--- src/design/tkc_pkg.sv ---
// shared types, codes and widths for the transmit keying controller
`default_nettype none

package tkc_pkg;

    localparam int CFG_INDEX_W = 3;
    localparam int CFG_DATA_W  = 12;
    localparam int COUNT_W     = 16;
    localparam int TAIL_W      = 12;
    localparam int BEEP_W      = 10;

    localparam logic [COUNT_W-1:0] COUNT_MAX = '1;

    localparam logic [CFG_INDEX_W-1:0] REG_FULL_DUPLEX     = 3'd0;
    localparam logic [CFG_INDEX_W-1:0] REG_TAIL_PERIODS    = 3'd1;
    localparam logic [CFG_INDEX_W-1:0] REG_TAIL_KEYS_OTHER = 3'd2;
    localparam logic [CFG_INDEX_W-1:0] REG_BEEP1_PERIODS   = 3'd3;
    localparam logic [CFG_INDEX_W-1:0] REG_BEEP2_PERIODS   = 3'd4;
    localparam logic [CFG_INDEX_W-1:0] REG_LINK_PERIODS    = 3'd5;

    typedef enum logic [2:0] {
        MODE_OFF   = 3'd0,
        MODE_ON    = 3'd1,
        MODE_TAIL  = 3'd2,
        MODE_BEEP1 = 3'd3,
        MODE_BEEP2 = 3'd4,
        MODE_LINK  = 3'd5
    } mode_t;

    typedef enum logic [1:0] {
        PTT_OFF   = 2'd0,
        PTT_OTHER = 2'd1,
        PTT_AUDIO = 2'd2
    } ptt_t;

    typedef enum logic [2:0] {
        SRC_SILENCE = 3'd0,
        SRC_VOICE   = 3'd1,
        SRC_BEEP1   = 3'd2,
        SRC_BEEP2   = 3'd3,
        SRC_LINK    = 3'd4
    } src_t;

    typedef struct packed {
        logic               full_duplex;
        logic [TAIL_W-1:0]  tail_periods;
        logic               tail_keys_other;
        logic [BEEP_W-1:0]  beep1_periods;
        logic [BEEP_W-1:0]  beep2_periods;
        logic [BEEP_W-1:0]  link_beep_periods;
    } cfg_t;

    typedef struct packed {
        mode_t              mode;
        logic [COUNT_W-1:0] period_count;
        logic               had_voice;
        ptt_t               ptt_level;
    } state_t;

    typedef struct packed {
        logic voice_queued;
        logic beacon_due;
        logic channel_busy;
        logic aux_beep_enable;
        logic aux_second_beep;
        logic link_associated;
    } item_t;

    typedef struct packed {
        ptt_t               ptt_drive;
        src_t               audio_source;
        logic [COUNT_W-1:0] beep_period;
        logic               voice_consumed;
        logic               subtone_allowed;
        logic               transmitting;
    } result_t;

endpackage

`default_nettype wire

--- src/design/transmit_keying_controller.sv ---
// transmit keying controller top level: input register, tick logic, result register
//
//  channel | signals                                       | dir
//  --------+-----------------------------------------------+-----
//  in      | in_valid in_ready + six tick flags            | in
//  out     | out_valid out_ready + six result fields       | out
//  cfg     | cfg_valid cfg_ready cfg_index cfg_data        | in
//
// one transaction per cycle sustained while out_ready is high; a tick is held
// in the input register and leaves through the result register
// the mode state updates when a tick moves from the input to the result register
// with the result stalled, one more tick is still taken into the input register
// reset clears the mode state, configuration and both valid flags; cfg is always ready
`default_nettype none

module transmit_keying_controller
    import tkc_pkg::*;
(
    input  wire logic                   clk,
    input  wire logic                   rst_n,
    input  wire logic                   in_valid,
    output logic                        in_ready,
    input  wire logic                   voice_queued,
    input  wire logic                   beacon_due,
    input  wire logic                   channel_busy,
    input  wire logic                   aux_beep_enable,
    input  wire logic                   aux_second_beep,
    input  wire logic                   link_associated,
    output logic                        out_valid,
    input  wire logic                   out_ready,
    output logic [1:0]                  ptt_drive,
    output logic [2:0]                  audio_source,
    output logic [COUNT_W-1:0]          beep_period,
    output logic                        voice_consumed,
    output logic                        subtone_allowed,
    output logic                        transmitting,
    input  wire logic                   cfg_valid,
    output logic                        cfg_ready,
    input  wire logic [CFG_INDEX_W-1:0] cfg_index,
    input  wire logic [CFG_DATA_W-1:0]  cfg_data
);

    cfg_t    cfg;
    item_t   item_reg;
    logic    item_valid_reg;
    state_t  state_reg;
    state_t  state_next;
    result_t res_next;
    result_t res_reg;
    logic    out_valid_reg;
    logic    advance;

    tkc_cfg_regs u_cfg_regs (
        .clk       (clk),
        .rst_n     (rst_n),
        .cfg_valid (cfg_valid),
        .cfg_ready (cfg_ready),
        .cfg_index (cfg_index),
        .cfg_data  (cfg_data),
        .cfg       (cfg)
    );

    tkc_step u_step (
        .cfg  (cfg),
        .st   (state_reg),
        .item (item_reg),
        .nxt  (state_next),
        .res  (res_next)
    );

    assign advance  = item_valid_reg && (!out_valid_reg || out_ready);
    assign in_ready = !item_valid_reg || advance;

    always_ff @(posedge clk or negedge rst_n)
    begin
        if (!rst_n)
        begin
            item_valid_reg <= 1'b0;
            out_valid_reg  <= 1'b0;
            state_reg      <= '{mode: MODE_OFF, period_count: '0, had_voice: 1'b0,
                                ptt_level: PTT_OFF};
        end
        else
        begin
            if (in_ready)
                item_valid_reg <= in_valid;
            if (advance)
            begin
                state_reg     <= state_next;
                out_valid_reg <= 1'b1;
            end
            else if (out_ready)
            begin
                out_valid_reg <= 1'b0;
            end
        end
    end

    always_ff @(posedge clk)
    begin
        if (in_ready && in_valid)
        begin
            item_reg.voice_queued    <= voice_queued;
            item_reg.beacon_due      <= beacon_due;
            item_reg.channel_busy    <= channel_busy;
            item_reg.aux_beep_enable <= aux_beep_enable;
            item_reg.aux_second_beep <= aux_second_beep;
            item_reg.link_associated <= link_associated;
        end
        if (advance)
            res_reg <= res_next;
    end

    assign out_valid       = out_valid_reg;
    assign ptt_drive       = res_reg.ptt_drive;
    assign audio_source    = res_reg.audio_source;
    assign beep_period     = res_reg.beep_period;
    assign voice_consumed  = res_reg.voice_consumed;
    assign subtone_allowed = res_reg.subtone_allowed;
    assign transmitting    = res_reg.transmitting;

endmodule

`default_nettype wire

--- src/design/tkc_cfg_regs.sv ---
// configuration register file
`default_nettype none

module tkc_cfg_regs
    import tkc_pkg::*;
(
    input  wire logic                   clk,
    input  wire logic                   rst_n,
    input  wire logic                   cfg_valid,
    output logic                        cfg_ready,
    input  wire logic [CFG_INDEX_W-1:0] cfg_index,
    input  wire logic [CFG_DATA_W-1:0]  cfg_data,
    output cfg_t                        cfg
);

    cfg_t cfg_reg;
    cfg_t cfg_next;

    assign cfg_ready = 1'b1;
    assign cfg       = cfg_reg;

    always_comb
    begin
        cfg_next = cfg_reg;
        if (cfg_valid)
        begin
            unique case (cfg_index)
                REG_FULL_DUPLEX:     cfg_next.full_duplex = cfg_data[0];
                REG_TAIL_PERIODS:    cfg_next.tail_periods = cfg_data[TAIL_W-1:0];
                REG_TAIL_KEYS_OTHER: cfg_next.tail_keys_other = cfg_data[0];
                REG_BEEP1_PERIODS:   cfg_next.beep1_periods = cfg_data[BEEP_W-1:0];
                REG_BEEP2_PERIODS:   cfg_next.beep2_periods = cfg_data[BEEP_W-1:0];
                REG_LINK_PERIODS:    cfg_next.link_beep_periods = cfg_data[BEEP_W-1:0];
                default:             cfg_next = cfg_reg;
            endcase
        end
    end

    always_ff @(posedge clk or negedge rst_n)
    begin
        if (!rst_n)
        begin
            cfg_reg <= '0;
        end
        else
        begin
            cfg_reg <= cfg_next;
        end
    end

endmodule

`default_nettype wire

--- src/design/tkc_step.sv ---
// next-state and result logic for one tick
`default_nettype none

module tkc_step
    import tkc_pkg::*;
(
    input  wire cfg_t   cfg,
    input  wire state_t st,
    input  wire item_t  item,
    output state_t      nxt,
    output result_t     res
);

    logic               bcn;
    logic               req;
    mode_t              m;
    logic [COUNT_W-1:0] c;
    logic               hv;
    ptt_t               np;
    logic               in_tail;
    logic               run_beep;
    logic               run_tail;
    logic               done;
    logic               consumed;
    src_t               src;
    logic [COUNT_W-1:0] bp;

    always_comb
    begin
        bcn      = item.beacon_due && (!item.channel_busy || cfg.full_duplex);
        req      = item.voice_queued || bcn;
        m        = st.mode;
        c        = (st.period_count == COUNT_MAX) ? st.period_count
                                                  : st.period_count + COUNT_W'(1);
        hv       = st.had_voice;
        np       = st.ptt_level;
        in_tail  = 1'b0;
        run_beep = 1'b0;
        run_tail = 1'b0;
        done     = 1'b0;
        consumed = 1'b0;
        src      = SRC_SILENCE;
        bp       = '0;

        unique case (st.mode)
            MODE_OFF:
            begin
                if (req)
                begin
                    m  = MODE_ON;
                    c  = '0;
                    np = PTT_OTHER;
                end
            end
            MODE_ON:
            begin
                if (!req)
                begin
                    c = '0;
                    if (hv && item.aux_beep_enable)
                        m = MODE_BEEP1;
                    else if (hv && item.link_associated)
                        m = MODE_LINK;
                    else
                        m = MODE_TAIL;
                    run_beep = 1'b1;
                end
            end
            MODE_BEEP1, MODE_BEEP2, MODE_LINK:
            begin
                if (req)
                begin
                    in_tail = 1'b1;
                    if (cfg.tail_keys_other)
                        np = PTT_OTHER;
                    m = MODE_ON;
                    c = '0;
                end
                else
                begin
                    run_beep = 1'b1;
                end
            end
            MODE_TAIL:
            begin
                run_tail = 1'b1;
            end
            default:
            begin
                m = MODE_OFF;
            end
        endcase

        // courtesy beep chain
        if (run_beep)
        begin
            in_tail = 1'b1;
            if (cfg.tail_keys_other)
                np = PTT_OTHER;
            if (m == MODE_BEEP1)
            begin
                if (c < {{(COUNT_W-BEEP_W){1'b0}}, cfg.beep1_periods})
                    done = 1'b1;
                else
                begin
                    c = '0;
                    m = item.aux_second_beep ? MODE_BEEP2 : MODE_TAIL;
                end
            end
            if (!done && m == MODE_BEEP2)
            begin
                if (c < {{(COUNT_W-BEEP_W){1'b0}}, cfg.beep2_periods})
                    done = 1'b1;
                else
                begin
                    c = '0;
                    m = MODE_TAIL;
                end
            end
            if (!done && m == MODE_LINK)
            begin
                if (c < {{(COUNT_W-BEEP_W){1'b0}}, cfg.link_beep_periods})
                    done = 1'b1;
                else
                begin
                    c = '0;
                    m = MODE_TAIL;
                end
            end
            run_tail = !done;
        end

        // hang tail
        if (run_tail)
        begin
            in_tail = 1'b1;
            if (cfg.tail_keys_other)
                np = PTT_OTHER;
            if (c >= {{(COUNT_W-TAIL_W){1'b0}}, cfg.tail_periods})
            begin
                m  = MODE_OFF;
                c  = '0;
                hv = 1'b0;
                np = PTT_OFF;
            end
            else if (req)
            begin
                m = MODE_ON;
                c = '0;
            end
        end

        case (m)
            MODE_ON:
            begin
                src = SRC_VOICE;
                if (item.voice_queued)
                begin
                    consumed = 1'b1;
                    hv       = 1'b1;
                end
            end
            MODE_BEEP1:
            begin
                src = SRC_BEEP1;
                bp  = c;
            end
            MODE_BEEP2:
            begin
                src = SRC_BEEP2;
                bp  = c;
            end
            MODE_LINK:
            begin
                src = SRC_LINK;
                bp  = c;
            end
            default:
            begin
                src = SRC_SILENCE;
            end
        endcase

        if (np != PTT_OFF && hv && !in_tail)
            np = PTT_AUDIO;

        nxt.mode         = m;
        nxt.period_count = c;
        nxt.had_voice    = hv;
        nxt.ptt_level    = np;

        res.ptt_drive       = np;
        res.audio_source    = src;
        res.beep_period     = bp;
        res.voice_consumed  = consumed;
        res.subtone_allowed = hv;
        res.transmitting    = (m != MODE_OFF);
    end

endmodule

`default_nettype wire
--- config.mk ---
export PLATFORM = sky130hd
export DESIGN_NAME = transmit_keying_controller
export DESIGN_NICKNAME = d
export VERILOG_FILES = /design/src/design/tkc_pkg.sv /design/src/design/transmit_keying_controller.sv /design/src/design/tkc_cfg_regs.sv /design/src/design/tkc_step.sv
export SDC_FILE = /design/constraint.sdc
export NUM_CORES = 1
export LEC_CHECK = 0
export ABC_AREA = 1
export ABC_CLOCK_PERIOD_IN_PS = 6800
export BUFFER_PORTS_ARGS = -buffer_cell sky130_fd_sc_hd__buf_2
export CAP_MARGIN = 20
export CORE_MARGIN = 5
export CORE_UTILIZATION = 35
export CTS_BUF_LIST = sky130_fd_sc_hd__clkbuf_2
export CTS_CLUSTER_DIAMETER = 40
export CTS_CLUSTER_SIZE = 24
export DETAILED_ROUTE_END_ITERATION = 10
export SYNTH_ARGS = -nofsm -noshare
export SYNTH_HDL_FRONTEND = slang
export SYNTH_SLANG_ARGS = --single-unit
--- constraint.sdc ---
create_clock -name clk -period 6.8 [get_ports clk]
set_input_delay 0 -clock clk [delete_from_list [all_inputs] [get_ports clk]]
set_output_delay 0 -clock clk [all_outputs]
set_load 0.02 [all_outputs]
==> reports/metrics.cfg, run 1 <==
[run_status]
run_status=finished with violations
failed_checks=negative setup slack

[global_route]
grt_max_degree=69
grt_util_all_layers_pct=18.1
grt_pass1_vias=5720
grt_antenna_before_repair=0
final_global_route_overflow_total=0
grt_pass1_wl_um=28300

[critical_path]
crit_required_ps=7380
slowest_delay_ps=420
timing.reg2reg.worst_path_depth=63
worstSetupPathType=flop to flop
cp-start-kind=flop
reg2reg_from=state_reg[4]
crit_path_max_fanout=5
timing.critical_path.arrival_ps=8310
crit_path_frequent_cell=nand2_2
rr_endpoint=state_reg[1]
setup.worst_path.end_class=flop
worst_path_slowest_cell=dfrtp_1
reg2reg_setup_slack_ps=-930

[finish]
antenna_cells_inserted=0
register_area_mm2=0.00260
drive_above_1_share_pct=37.4
multi_input_gate_area_in_the_final_layout_mm2=0.00315
finish.cell_count_without_fillers=1204
flow.area_growth_from_synthesis_pct=48.1
layout.filler_cells=1536
final_nets=1045
largest_register_ffs=44
finish.instance_area_mm2=0.00862

[clock_network]
clk-insertion-delay-late_ps=620
cts_inserted_buffers=9
tritoncts=done
maximum_count_of_clock_buffers_along_a_single_path=2
reg_clk_slew_reported_paths_ps=260
buffer_cell_driving_the_clock_tree_root=clkbuf_2
tritoncts_num_sinks=98
h_tree_levels=3

[die]
chip_width_um=139
floorplan.die.height_um=139
core.rowCount=47
fp.dieArea_mm2=0.0193
core_area_mm2=0.0165
ioPinCount=53
initial_core_util_pct=35.3

[routing]
drt_drc_violations_left=0
vias_per_cell=4.73
drt_pass1_iterations=5
number_of_nets_still_failing_antenna_checks_after_routing=0
dr.first_iter.drc_count=337
detail_route.wirelength_um=17600
vias=5691
avgRoutedWirePerCell_um=14.6

[placement]
final_weighted_congestion_in_routability_driven_placement=0.865
detailed_place.area_mm2=0.00712
number_of_port_buffers=51
dp.cells=1087
post-dp-hpwl_um=11800

[sta]
finalHoldWorstSlack_ps=80.1
report.final.setup_viol=26
pins_over_slew_limit=0
transition_time_at_the_pin_with_the_least_slew_margin_ps=945
totalNegativeSetupSlack_ps=-21670
finalWorstPathRequiredPeriod_ps=7730
clock_skew_ps=29.2
finalWorstSetupSlack_ps=-933
grt_setup_unrepaired=yes
finalHoldViolCount=0
final_cycle_share_pct=114
slew_headroom_pct=36.9
max_clock_freq_mhz=129

[synth]
synth_largest_type_area_fraction_pct=29.2
synth.yosys.warnings=0
synth_instances=721
synthFlopType=dfrtp_1
synth_edf_count=30
synth_top_cell_by_area=dfrtp_1
postSynthRegisterBits=98
synth.top_cells.by_area=dfrtp_1, edfxtp_1, nand2_1
synth-seq-area-share_pct=44.7
mappedNetlistArea_mm2=0.00582
netlist-cell-type-count=44
syn-mean-instance-area_um2=8.07
ys_async_sr_fraction_pct=69.4
cell_types_with_the_highest_counts_after_synthesis=nand2_1, inv_1, dfrtp_1
yosys.cell_count.top_type=nand2_1

[min_path]
worst_hold_path_type=input port to asynchronous set/reset pin

[power]
p_total_mw=2.21
power.leakage_nw=4.35
power-per-cell-area_mw_per_mm2=256
worst_ir_drop_vdd_mv=0.134

[job]
cap_violations=0

## worst max path at each step
stage | slack, ps | start | cells after the start | endpoint
after global placement | -870 | state_reg[4] | 58 | ptt_drive[0]
final | -930 | state_reg[4] | 63 | state_reg[1]
after CTS | -720 | state_reg[4] | 63 | state_reg[1]
after floorplan | -410 | state_reg[3] | 59 | ptt_drive[1]
after detailed placement | -1000 | state_reg[4] | 58 | ptt_drive[0]
after global routing | -1580 | state_reg[4] | 62 | state_reg[0]
## cells in the final DEF (no fill, tap or decap), types with 15 or more instances in the layout
master,synthesis,layout
a21oi_1,23,18
buf_2,3,51
buf_4,3,158
buf_6,0,15
dfrtp_1,68,68
dlygate4sd3_1,0,31
edfxtp_1,30,30
ha_1,40,28
inv_1,121,111
nand2_1,173,152
nand2_2,12,22
nand2_4,5,15
nand3_1,25,21
nor2_1,63,43
o21ai_0,64,63
## critical path: cells and delay by family, from the launching register on
kind / cells / cell delay, ps
DFF: 1 / 420
adders and majority gates: 5 / 1230
xor gates and xnor gates: 1 / 190
AOI/OAI and AO/OA: 16 / 2120
and+or+nand+nor: 35 / 3230
buffers and inverters: 6 / 540
## power by group
group          internal (mW)  switching, mW
Combinational          0.546          0.636
Clock                 0.0469          0.203
Sequential             0.724         0.0508
## repair_timing
action                                  CTS  global route
setup buffers                            72            24
endpoints found under the hold margin   126             0
pin swaps                                13            21
gates cloned                              0             2
hold buffers                             31             0
gates resized for setup                  43            82
endpoints found under the setup margin   26            32
## kinds of logic (layout without fill, tap and decap cells)
kind of cell / Yosys count / after routing / synth area share, %
AOI/OAI and AO/OA: 117 / 117 / 11.8
xor gates and xnor gates: 6 / 6 / 0.903
adders and majority gates: 40 / 40 / 8.60
buffers and inverters: 145 / 403 / 9.63
DFF: 98 / 98 / 44.7
other: 2 / 7 / 0.129
and+or+nand+nor: 313 / 313 / 24.3
## per-layer routing
| metal | share of wire (%) | track usage (%) |
|---|---|---|
| met2 | 48 | 30.0 |
| met5 | 0 | 0 |
| met3 | 4.5 | 3.62 |
| met4 | 3.0 | 7.31 |
| met1 | 44 | 23.3 |
## area by class of cell
type                    count  area share [%]
repair inverters            1           0.102
clock inverters             6           0.378
well taps                 220            3.19
inverters                 127            5.79
flip-flops and latches     98            30.2
repair buffers            259            23.2
clock buffers              10           0.581
multi-input cells         483            36.6
## stage by stage
step                      util, %  setup slack [ps]
after global routing         52.3             -1580
after detailed placement     43.3             -1000
final                        52.3              -933
after floorplan                 -              -409
after CTS                    49.9              -723
after global placement       43.3              -871
No activity file was read; power rests on OpenSTA's default activity.
==> run 2: changes to the inputs <==
--- a/config.mk
+++ b/config.mk
@@ -5,7 +5,6 @@
 export SDC_FILE = /design/constraint.sdc
 export NUM_CORES = 1
 export LEC_CHECK = 0
-export ABC_AREA = 1
 export ABC_CLOCK_PERIOD_IN_PS = 6800
 export BUFFER_PORTS_ARGS = -buffer_cell sky130_fd_sc_hd__buf_2
 export CAP_MARGIN = 20
@@ -15,6 +14,7 @@
 export CTS_CLUSTER_DIAMETER = 40
 export CTS_CLUSTER_SIZE = 24
 export DETAILED_ROUTE_END_ITERATION = 10
+export RECOVER_POWER = 50
 export SYNTH_ARGS = -nofsm -noshare
 export SYNTH_HDL_FRONTEND = slang
 export SYNTH_SLANG_ARGS = --single-unit
==> run 2 against run 1 <==
The flow finishes with violations (max-capacitance violations, max-slew violations, negative setup slack). Register-to-register slack got worse by 940 ps. Clock skew up 1.1 ps. First-iteration DRC count shrank 3.3%. Non-clock buffer count is 37 lower. Global-route usage fell by 0.16 points. Sequential power is essentially flat. Synthesized area rose by 0.37%. Die area grew 0.34%. Utilization is 1.8 points lower. Combinational power is essentially flat. Routed wire length shrank 2.0%.
==> reports/metrics.cfg, run 2 <==
[routing]
highest_layer=met4
met2WireLength_um=8570  ; +0.97%
number_of_nets_still_failing_antenna_checks_after_routing=0  ; unchanged
met1Wirelength_um=7620  ; -2.4%
met3RoutedLength_um=641  ; -18%
dr.first_iter.drc_count=326  ; -3.3%
drt_pass1_iterations=7  ; +2
vias_per_cell=5.11  ; +8.1%
drt_drc_violations_left=0  ; unchanged
vias=5349  ; -6.0%
avgRoutedWirePerCell_um=16.5  ; +13%
detail_route.wirelength_um=17300  ; -2.0%

[clock_network]
reg_clk_slew_reported_paths_ps=240  ; -20 ps
tritoncts_num_sinks=98  ; unchanged
clk-insertion-delay-late_ps=610  ; about the same
buffer_cell_driving_the_clock_tree_root=clkbuf_2
cts_inserted_buffers=9  ; unchanged
maximum_count_of_clock_buffers_along_a_single_path=2  ; unchanged
tritoncts=done
h_tree_levels=3  ; unchanged

[placement]
post-dp-hpwl_um=12900  ; +9.5%
dp.cells=975  ; -10%
number_of_port_buffers=51  ; unchanged
placement.setup.worst_slack_ps=-1970  ; -962 ps
final_weighted_congestion_in_routability_driven_placement=0.874  ; +0.97%
detailed_place.area_mm2=0.00745  ; +4.5%

[finish]
finish.cell_count_without_fillers=1047  ; -13%
layout_commonest_cell=buf_4
finish.instance_area_mm2=0.00832  ; -3.4%
layout.filler_cells=1535  ; -0.065%
mostFrequentLayoutCells=buf_4, dfrtp_1, inv_1
multi_input_gate_area_in_the_final_layout_mm2=0.00345  ; +9.5%
largest_register_ffs=44  ; unchanged
flow.area_growth_from_synthesis_pct=42.5
drive_above_1_share_pct=38.0  ; +0.62 points
register_area_mm2=0.00260  ; about the same
layout.core_utilization_pct=50.6  ; -1.8 points
final_nets=887  ; -15%

[power]
p_total_mw=2.26  ; +2.5%
worst_ir_drop_vdd_mv=0.108  ; -20%
power-per-cell-area_mw_per_mm2=272  ; +6.1%
power.leakage_nw=3.96  ; -9.0%

[die]
chip_width_um=139  ; +0.17%
ioPinCount=53  ; unchanged
core.rowCount=47  ; unchanged
initial_core_util_pct=35.5  ; +0.13 points
core_area_mm2=0.0165  ; unchanged
fp.dieArea_mm2=0.0194  ; +0.34%
floorplan.die.height_um=139  ; +0.17%

[sta]
max_clock_freq_mhz=115  ; -11%
final_cycle_share_pct=128  ; +14 points
grt_setup_unrepaired=yes
finalWorstPathRequiredPeriod_ps=8670  ; +939 ps
transition_time_at_the_pin_with_the_least_slew_margin_ps=3830  ; +2880 ps
slew_headroom_pct=-155  ; -190 points
finalHoldViolCount=0  ; unchanged
report.final.setup_viol=36  ; +38%
clock_skew_ps=30.3  ; +1.13 ps
totalNegativeSetupSlack_ps=-48020  ; -26,340 ps
finalHoldWorstSlack_ps=93.1  ; +13.0 ps
pins_over_slew_limit=69  ; +69
finalWorstSetupSlack_ps=-1870  ; -939 ps

[critical_path]
crit_path_frequent_cell=a21oi_2
crit_path_max_fanout=7  ; +2
cpLargestDelayFamily=compound AO/OA/AOI/OAI gates
timing.critical_path.arrival_ps=9230  ; +920 ps
slowest_delay_ps=450  ; +30 ps
timing.reg2reg.worst_path_depth=48  ; -24%
timing.critical_path.depth=48  ; -24%
setup.worst_path.end_class=flop
worstSetupPathType=flop to flop
crit_required_ps=7350  ; -30 ps
cp-start-kind=flop
worst_path_slowest_cell=dfrtp_1
critical_path.n_buffers_inverters=2  ; -4

[min_path]
worst_hold_path_type=input port to flop
whs_path_depth=2

[run_status]
failed_checks=max-capacitance violations, max-slew violations, negative setup slack
run_status=finished with violations

[synth]
synth_top_cell_by_area=dfrtp_1
syn-mean-instance-area_um2=9.69  ; +20%
synth.top_cells.by_area=dfrtp_1, edfxtp_1, ha_1
synth_edf_count=30  ; unchanged
postSynthRegisterBits=98  ; unchanged
cell_types_with_the_highest_counts_after_synthesis=dfrtp_1, inv_1, nor2_1
synthFlopType=dfrtp_1
synth_instances=603  ; -16%
synth_largest_type_area_fraction_pct=29.1  ; -0.11 points
netlist-cell-type-count=69  ; +57%
mappedNetlistArea_mm2=0.00584  ; +0.37%
synth.yosys.warnings=0  ; unchanged
yosys.cell_count.top_type=dfrtp_1
ys_async_sr_fraction_pct=69.4  ; unchanged
synth-seq-area-share_pct=44.6  ; -0.16 points

[global_route]
grt_pass1_wl_um=27900  ; -1.5%
grt_pass1_vias=5448  ; -4.8%
grt_max_degree=69  ; unchanged
final_global_route_overflow_total=0  ; unchanged
grt_util_all_layers_pct=18.0  ; -0.16 points
grt_antenna_before_repair=1  ; +1

[job]
cap_violations=1  ; +1

run 2: cell types whose count changed after synthesis, moves of 6 or more:
cell / change
o21ai_0: -25
and3_1: +9
a21oi_1: -6
nand2_1: -121
nand2b_1: +13
or3_1: +6
nand3_1: -13
inv_1: -61
nand2_2: -12
a21o_1: +8
nand4_1: +9
mux2_2: +27
a22o_1: +12
run 2: final timing paths:
path	from	end	slack, ps
setup reg to reg	state_reg[4]	state_reg[15]	-1870
hold reg to reg	state_reg[1]	state_reg[1]	540
hold / removal	channel_busy	item_reg[3]	90
min in group asynchronous	rst_n	state_reg[20]	1320
setup / recovery	state_reg[4]	state_reg[15]	-1870
max in group asynchronous	rst_n	state_reg[3]	3100
run 2: layer usage:
metal | GRT usage [%] | up-vias
li1 | - | 2590
met1 | 22.8 | 2612
met2 | 30.8 | 115
met3 | 3.07 | 32
met4 | 6.64 | 0
met5 | 0 | -
run 2: worst register-to-register path: cells and delay by family, from the launching register on:
kind                       cells  cell delay, ps
xor gates and xnor gates       1             170
buffers and inverters          2             180
DFF                            1             450
AOI/OAI and AO/OA             25            4770
adders and majority gates      5            1100
and+or+nand+nor               15            1970
run 2: final cells by class:
class	count	area share [%]
antenna	1	0.0301
clock buffer	12	0.721
clock inverter	4	0.526
inverter	60	2.74
multi-input combinational	430	41.5
sequential	98	31.3
tap	220	3.31
timing repair buffer	222	19.9
run 2: timing repair:
item                       in CTS  in global routing
hold buffers                   39                  0
resized for setup              38                 20
hold endpoints to repair      126                  0
cloned                          1                  0
pin swaps                      14                  8
buffers inserted               10                  5
setup endpoints to repair      39                 39
run 2: cells by family after synthesis:
kind of cell,Yosys count,share of synthesized area [%]
AOI/OAI and AO/OA,135,16.0
xor gates and xnor gates,9,1.35
adders and majority gates,40,8.57
buffers and inverters,81,5.42
DFF,98,44.6
muxes,30,5.72
other,2,0.129
and+or+nand+nor,208,18.3
run 2: power breakdown:
group	internal (mW)	leakage (nW)	total [mW]	switching (mW)
combinational	0.554	2.75	1.20	0.648
sequential	0.726	1.14	0.776	0.0506
clock	0.0875	0.0761	0.283	0.195
total	1.37	3.96	2.26	0.894
==> run 3: changes to the inputs <==
--- a/config.mk
+++ b/config.mk
@@ -8,6 +8,7 @@
 export ABC_CLOCK_PERIOD_IN_PS = 6800
 export BUFFER_PORTS_ARGS = -buffer_cell sky130_fd_sc_hd__buf_2
 export CAP_MARGIN = 20
+export CORE_ASPECT_RATIO = 1.4
 export CORE_MARGIN = 5
 export CORE_UTILIZATION = 35
 export CTS_BUF_LIST = sky130_fd_sc_hd__clkbuf_2
@@ -15,6 +16,7 @@
 export CTS_CLUSTER_SIZE = 24
 export DETAILED_ROUTE_END_ITERATION = 10
 export RECOVER_POWER = 50
+export REMOVE_ABC_BUFFERS = 1
 export SYNTH_ARGS = -nofsm -noshare
 export SYNTH_HDL_FRONTEND = slang
 export SYNTH_SLANG_ARGS = --single-unit
==> run 3 against run 2 <==
The run still ends with max-capacitance violations, max-slew violations, negative setup slack left. Die area is 0.19% higher. Worst hold slack better by 0.56 ps. First-iteration DRC count fell by 6.4%. Clock power up 3%. Register-to-register slack worse by 30 ps. Routed wire length is 12% higher. Clock skew up 14 ps. Design area grew 5.1%. Flip-flop and latch count unchanged. Via count is 4.8% higher. Setup slack worse by 34 ps. Critical endpoint is now state_reg[10]. Highest routed layer unchanged.
==> reports/metrics.cfg, run 3 (synthesis results as in run 2) <==
[routing]
drt_pass1_iterations=4  ; -3
vias_per_cell=5.26  ; +3.0%
detail_route.wirelength_um=19300  ; +12%
avgRoutedWirePerCell_um=18.2  ; +10%
dr.first_iter.drc_count=305  ; -6.4%
number_of_nets_still_failing_antenna_checks_after_routing=0  ; unchanged
vias=5605  ; +4.8%
drt_drc_violations_left=0  ; unchanged

[clock_network]
h_tree_levels=3  ; unchanged
tritoncts=done
buffer_cell_driving_the_clock_tree_root=clkbuf_2
maximum_count_of_clock_buffers_along_a_single_path=2  ; unchanged
clk-insertion-delay-late_ps=600  ; about the same
cts_inserted_buffers=9  ; unchanged
reg_clk_slew_reported_paths_ps=280  ; +40 ps
tritoncts_num_sinks=98  ; unchanged

[critical_path]
critical_path.n_buffers_inverters=6  ; +4
crit_required_ps=7370  ; +20 ps
slowest_delay_ps=490  ; +40 ps
worstSetupPathType=flop to flop
timing.critical_path.depth=48  ; unchanged
worst_path_slowest_cell=dfrtp_1
critPathLaunch=state_reg[4]
crit_path_max_fanout=6  ; -1
reg2reg_setup_slack_ps=-1910  ; -30 ps
setup.worst_path.end_class=flop
crit_path_frequent_cell=buf_6
timing.reg2reg.worst_path_depth=48  ; unchanged
cpLargestDelayFamily=compound AO/OA/AOI/OAI gates
timing.critical_path.arrival_ps=9270  ; +40 ps
reg2reg_from=state_reg[4]
cp-start-kind=flop

[die]
core.rowCount=56  ; +19%
core_area_mm2=0.0166  ; +0.85%
floorplan.die.height_um=163  ; +17%
fp.dieArea_mm2=0.0194  ; +0.19%
ioPinCount=53  ; unchanged
chip_width_um=119  ; -14%
initial_core_util_pct=35.2  ; -0.30 points

[finish]
final_nets=922  ; +3.9%
layout.filler_cells=1452  ; -5.4%
flow.area_growth_from_synthesis_pct=49.7
largest_register_ffs=44  ; unchanged
mostFrequentLayoutCells=buf_4, dfrtp_1, inv_1
drive_above_1_share_pct=41.6  ; +3.6 points
register_area_mm2=0.00260  ; about the same
multi_input_gate_area_in_the_final_layout_mm2=0.00357  ; +3.6%
layout_commonest_cell=buf_4
finish.cell_count_without_fillers=1065  ; +1.7%

[global_route]
final_global_route_overflow_total=0  ; unchanged
grt_pass1_wl_um=30600  ; +9.8%
grt_util_all_layers_pct=20.2  ; +2.3 points
grt_max_degree=69  ; unchanged
grt_pass1_vias=5924  ; +8.7%
grt_antenna_before_repair=1  ; unchanged

[placement]
final_weighted_congestion_in_routability_driven_placement=0.943  ; +7.9%
number_of_port_buffers=51  ; unchanged
post-dp-hpwl_um=13900  ; +7.1%
placement.setup.worst_slack_ps=-2710  ; -742 ps
dp.cells=960  ; -1.5%

[power]
worst_ir_drop_vdd_mv=0.105  ; -2.6%
power_frac_comb_pct=56.1  ; +2.9 points
power.leakage_nw=4.09  ; +3.3%
internal_power_mw=1.47  ; +7.7%
power.sequential.fraction_pct=31.9  ; -2.4 points
power-per-cell-area_mw_per_mm2=278  ; +2.3%
switching_share_pct=39.4  ; -0.12 points
p_total_mw=2.43  ; +7.5%
pwr-share-clk_pct=12.0  ; -0.5 points
net-switching-power_mw=0.958  ; +7.1%

[sta]
clock_skew_ps=44.5  ; +14.2 ps
finalWorstSetupSlack_ps=-1910  ; -33.7 ps
final_cycle_share_pct=128  ; +0.50 points
finalWorstPathRequiredPeriod_ps=8710  ; +33.7 ps
finalHoldViolCount=0  ; unchanged
report.final.setup_viol=38  ; +5.6%
transition_time_at_the_pin_with_the_least_slew_margin_ps=3770  ; -58.0 ps
grt_setup_unrepaired=yes
finalHoldWorstSlack_ps=93.7  ; +0.556 ps
pins_over_slew_limit=69  ; unchanged
totalNegativeSetupSlack_ps=-47830  ; +183 ps
slew_headroom_pct=-151  ; +3.9 points
max_clock_freq_mhz=115  ; -0.39%

[min_path]
worst_hold_launch=link_associated
worst_hold_path_type=input port to flop
whs_path_depth=2  ; unchanged

[run_status]
failed_checks=max-capacitance violations, max-slew violations, negative setup slack
run_status=finished with violations

[job]
cap_violations=1  ; unchanged

[run 3: cell count changes in the layout (fill, tap and decap cells not counted), sizes merged]
cell,previous run,this run
clkinvlp,0,3
clkinv,2,0
buf,181,209
clkbuf,14,20
inv,61,60
dlygate4sd3,39,41
nand2,53,52
[run 3: final timing paths]
path | endpoint
max in group asynchronous | u_cfg_regs.cfg[7]
min | item_reg[0]
min reg2reg | u_cfg_regs.cfg[3]
min in group asynchronous | state_reg[3]
max | state_reg[10]
max reg2reg | state_reg[10]
[run 3: what timing repair did]
action / 4_1_cts / 5_1_grt
setup endpoints to repair: 39 / 39
pin swaps: 74 / 39
endpoints found under the hold margin: 126 / 0
hold buffers: 41 / 0
cloned: 1 / 0
buffers inserted: 45 / 6
resized for setup: 106 / 35
[run 3: per-stage QoR]
stage / cell area [um2] / utilization, %
finish: 8750 / 52.7
global route: 8750 / 52.7
CTS: 8530 / 51.3
detailed placement: 7190 / 43.3
global placement: 7190 / 43.3
floorplan: 5770 / -
[run 3: layer usage]
metal,vias to the layer above,GRT usage (%),wire (um)
met5,-,0,0
met4,0,12.8,1390
met3,69,2.43,541
met2,144,38.5,10500
met1,2733,20.7,6940
li1,2659,-,-
[run 3: area by class of cell]
| class | count | share of cell area, % |
|---|---|---|
| inverter | 60 | 2.69 |
| tap | 203 | 2.90 |
| clock buffer | 12 | 0.687 |
| sequential | 98 | 29.8 |
| antenna | 1 | 0.0286 |
| multi-input combinational | 429 | 40.9 |
| timing repair buffer | 258 | 22.5 |
| clock inverter | 4 | 0.601 |
[run 3: power groups by stage]
stage	Clock, mW	Combinational (mW)	Sequential, mW
floorplan	0	0.524	0.818
detailed placement	0	1.01	0.783
CTS	0.302	1.27	0.773
global route	0.324	1.48	0.785
global placement	0	0.986	0.780
finish	0.292	1.36	0.775
[run 3: worst register-to-register path: cells and delay by family (launching register included)]
| family | cells | cell delay (ps) |
|---|---|---|
| and+or+nand+nor | 15 | 2360 |
| AOI/OAI and AO/OA | 22 | 3990 |
| buffers and inverters | 6 | 740 |
| adders and majority gates | 5 | 1090 |
| DFF | 1 | 490 |
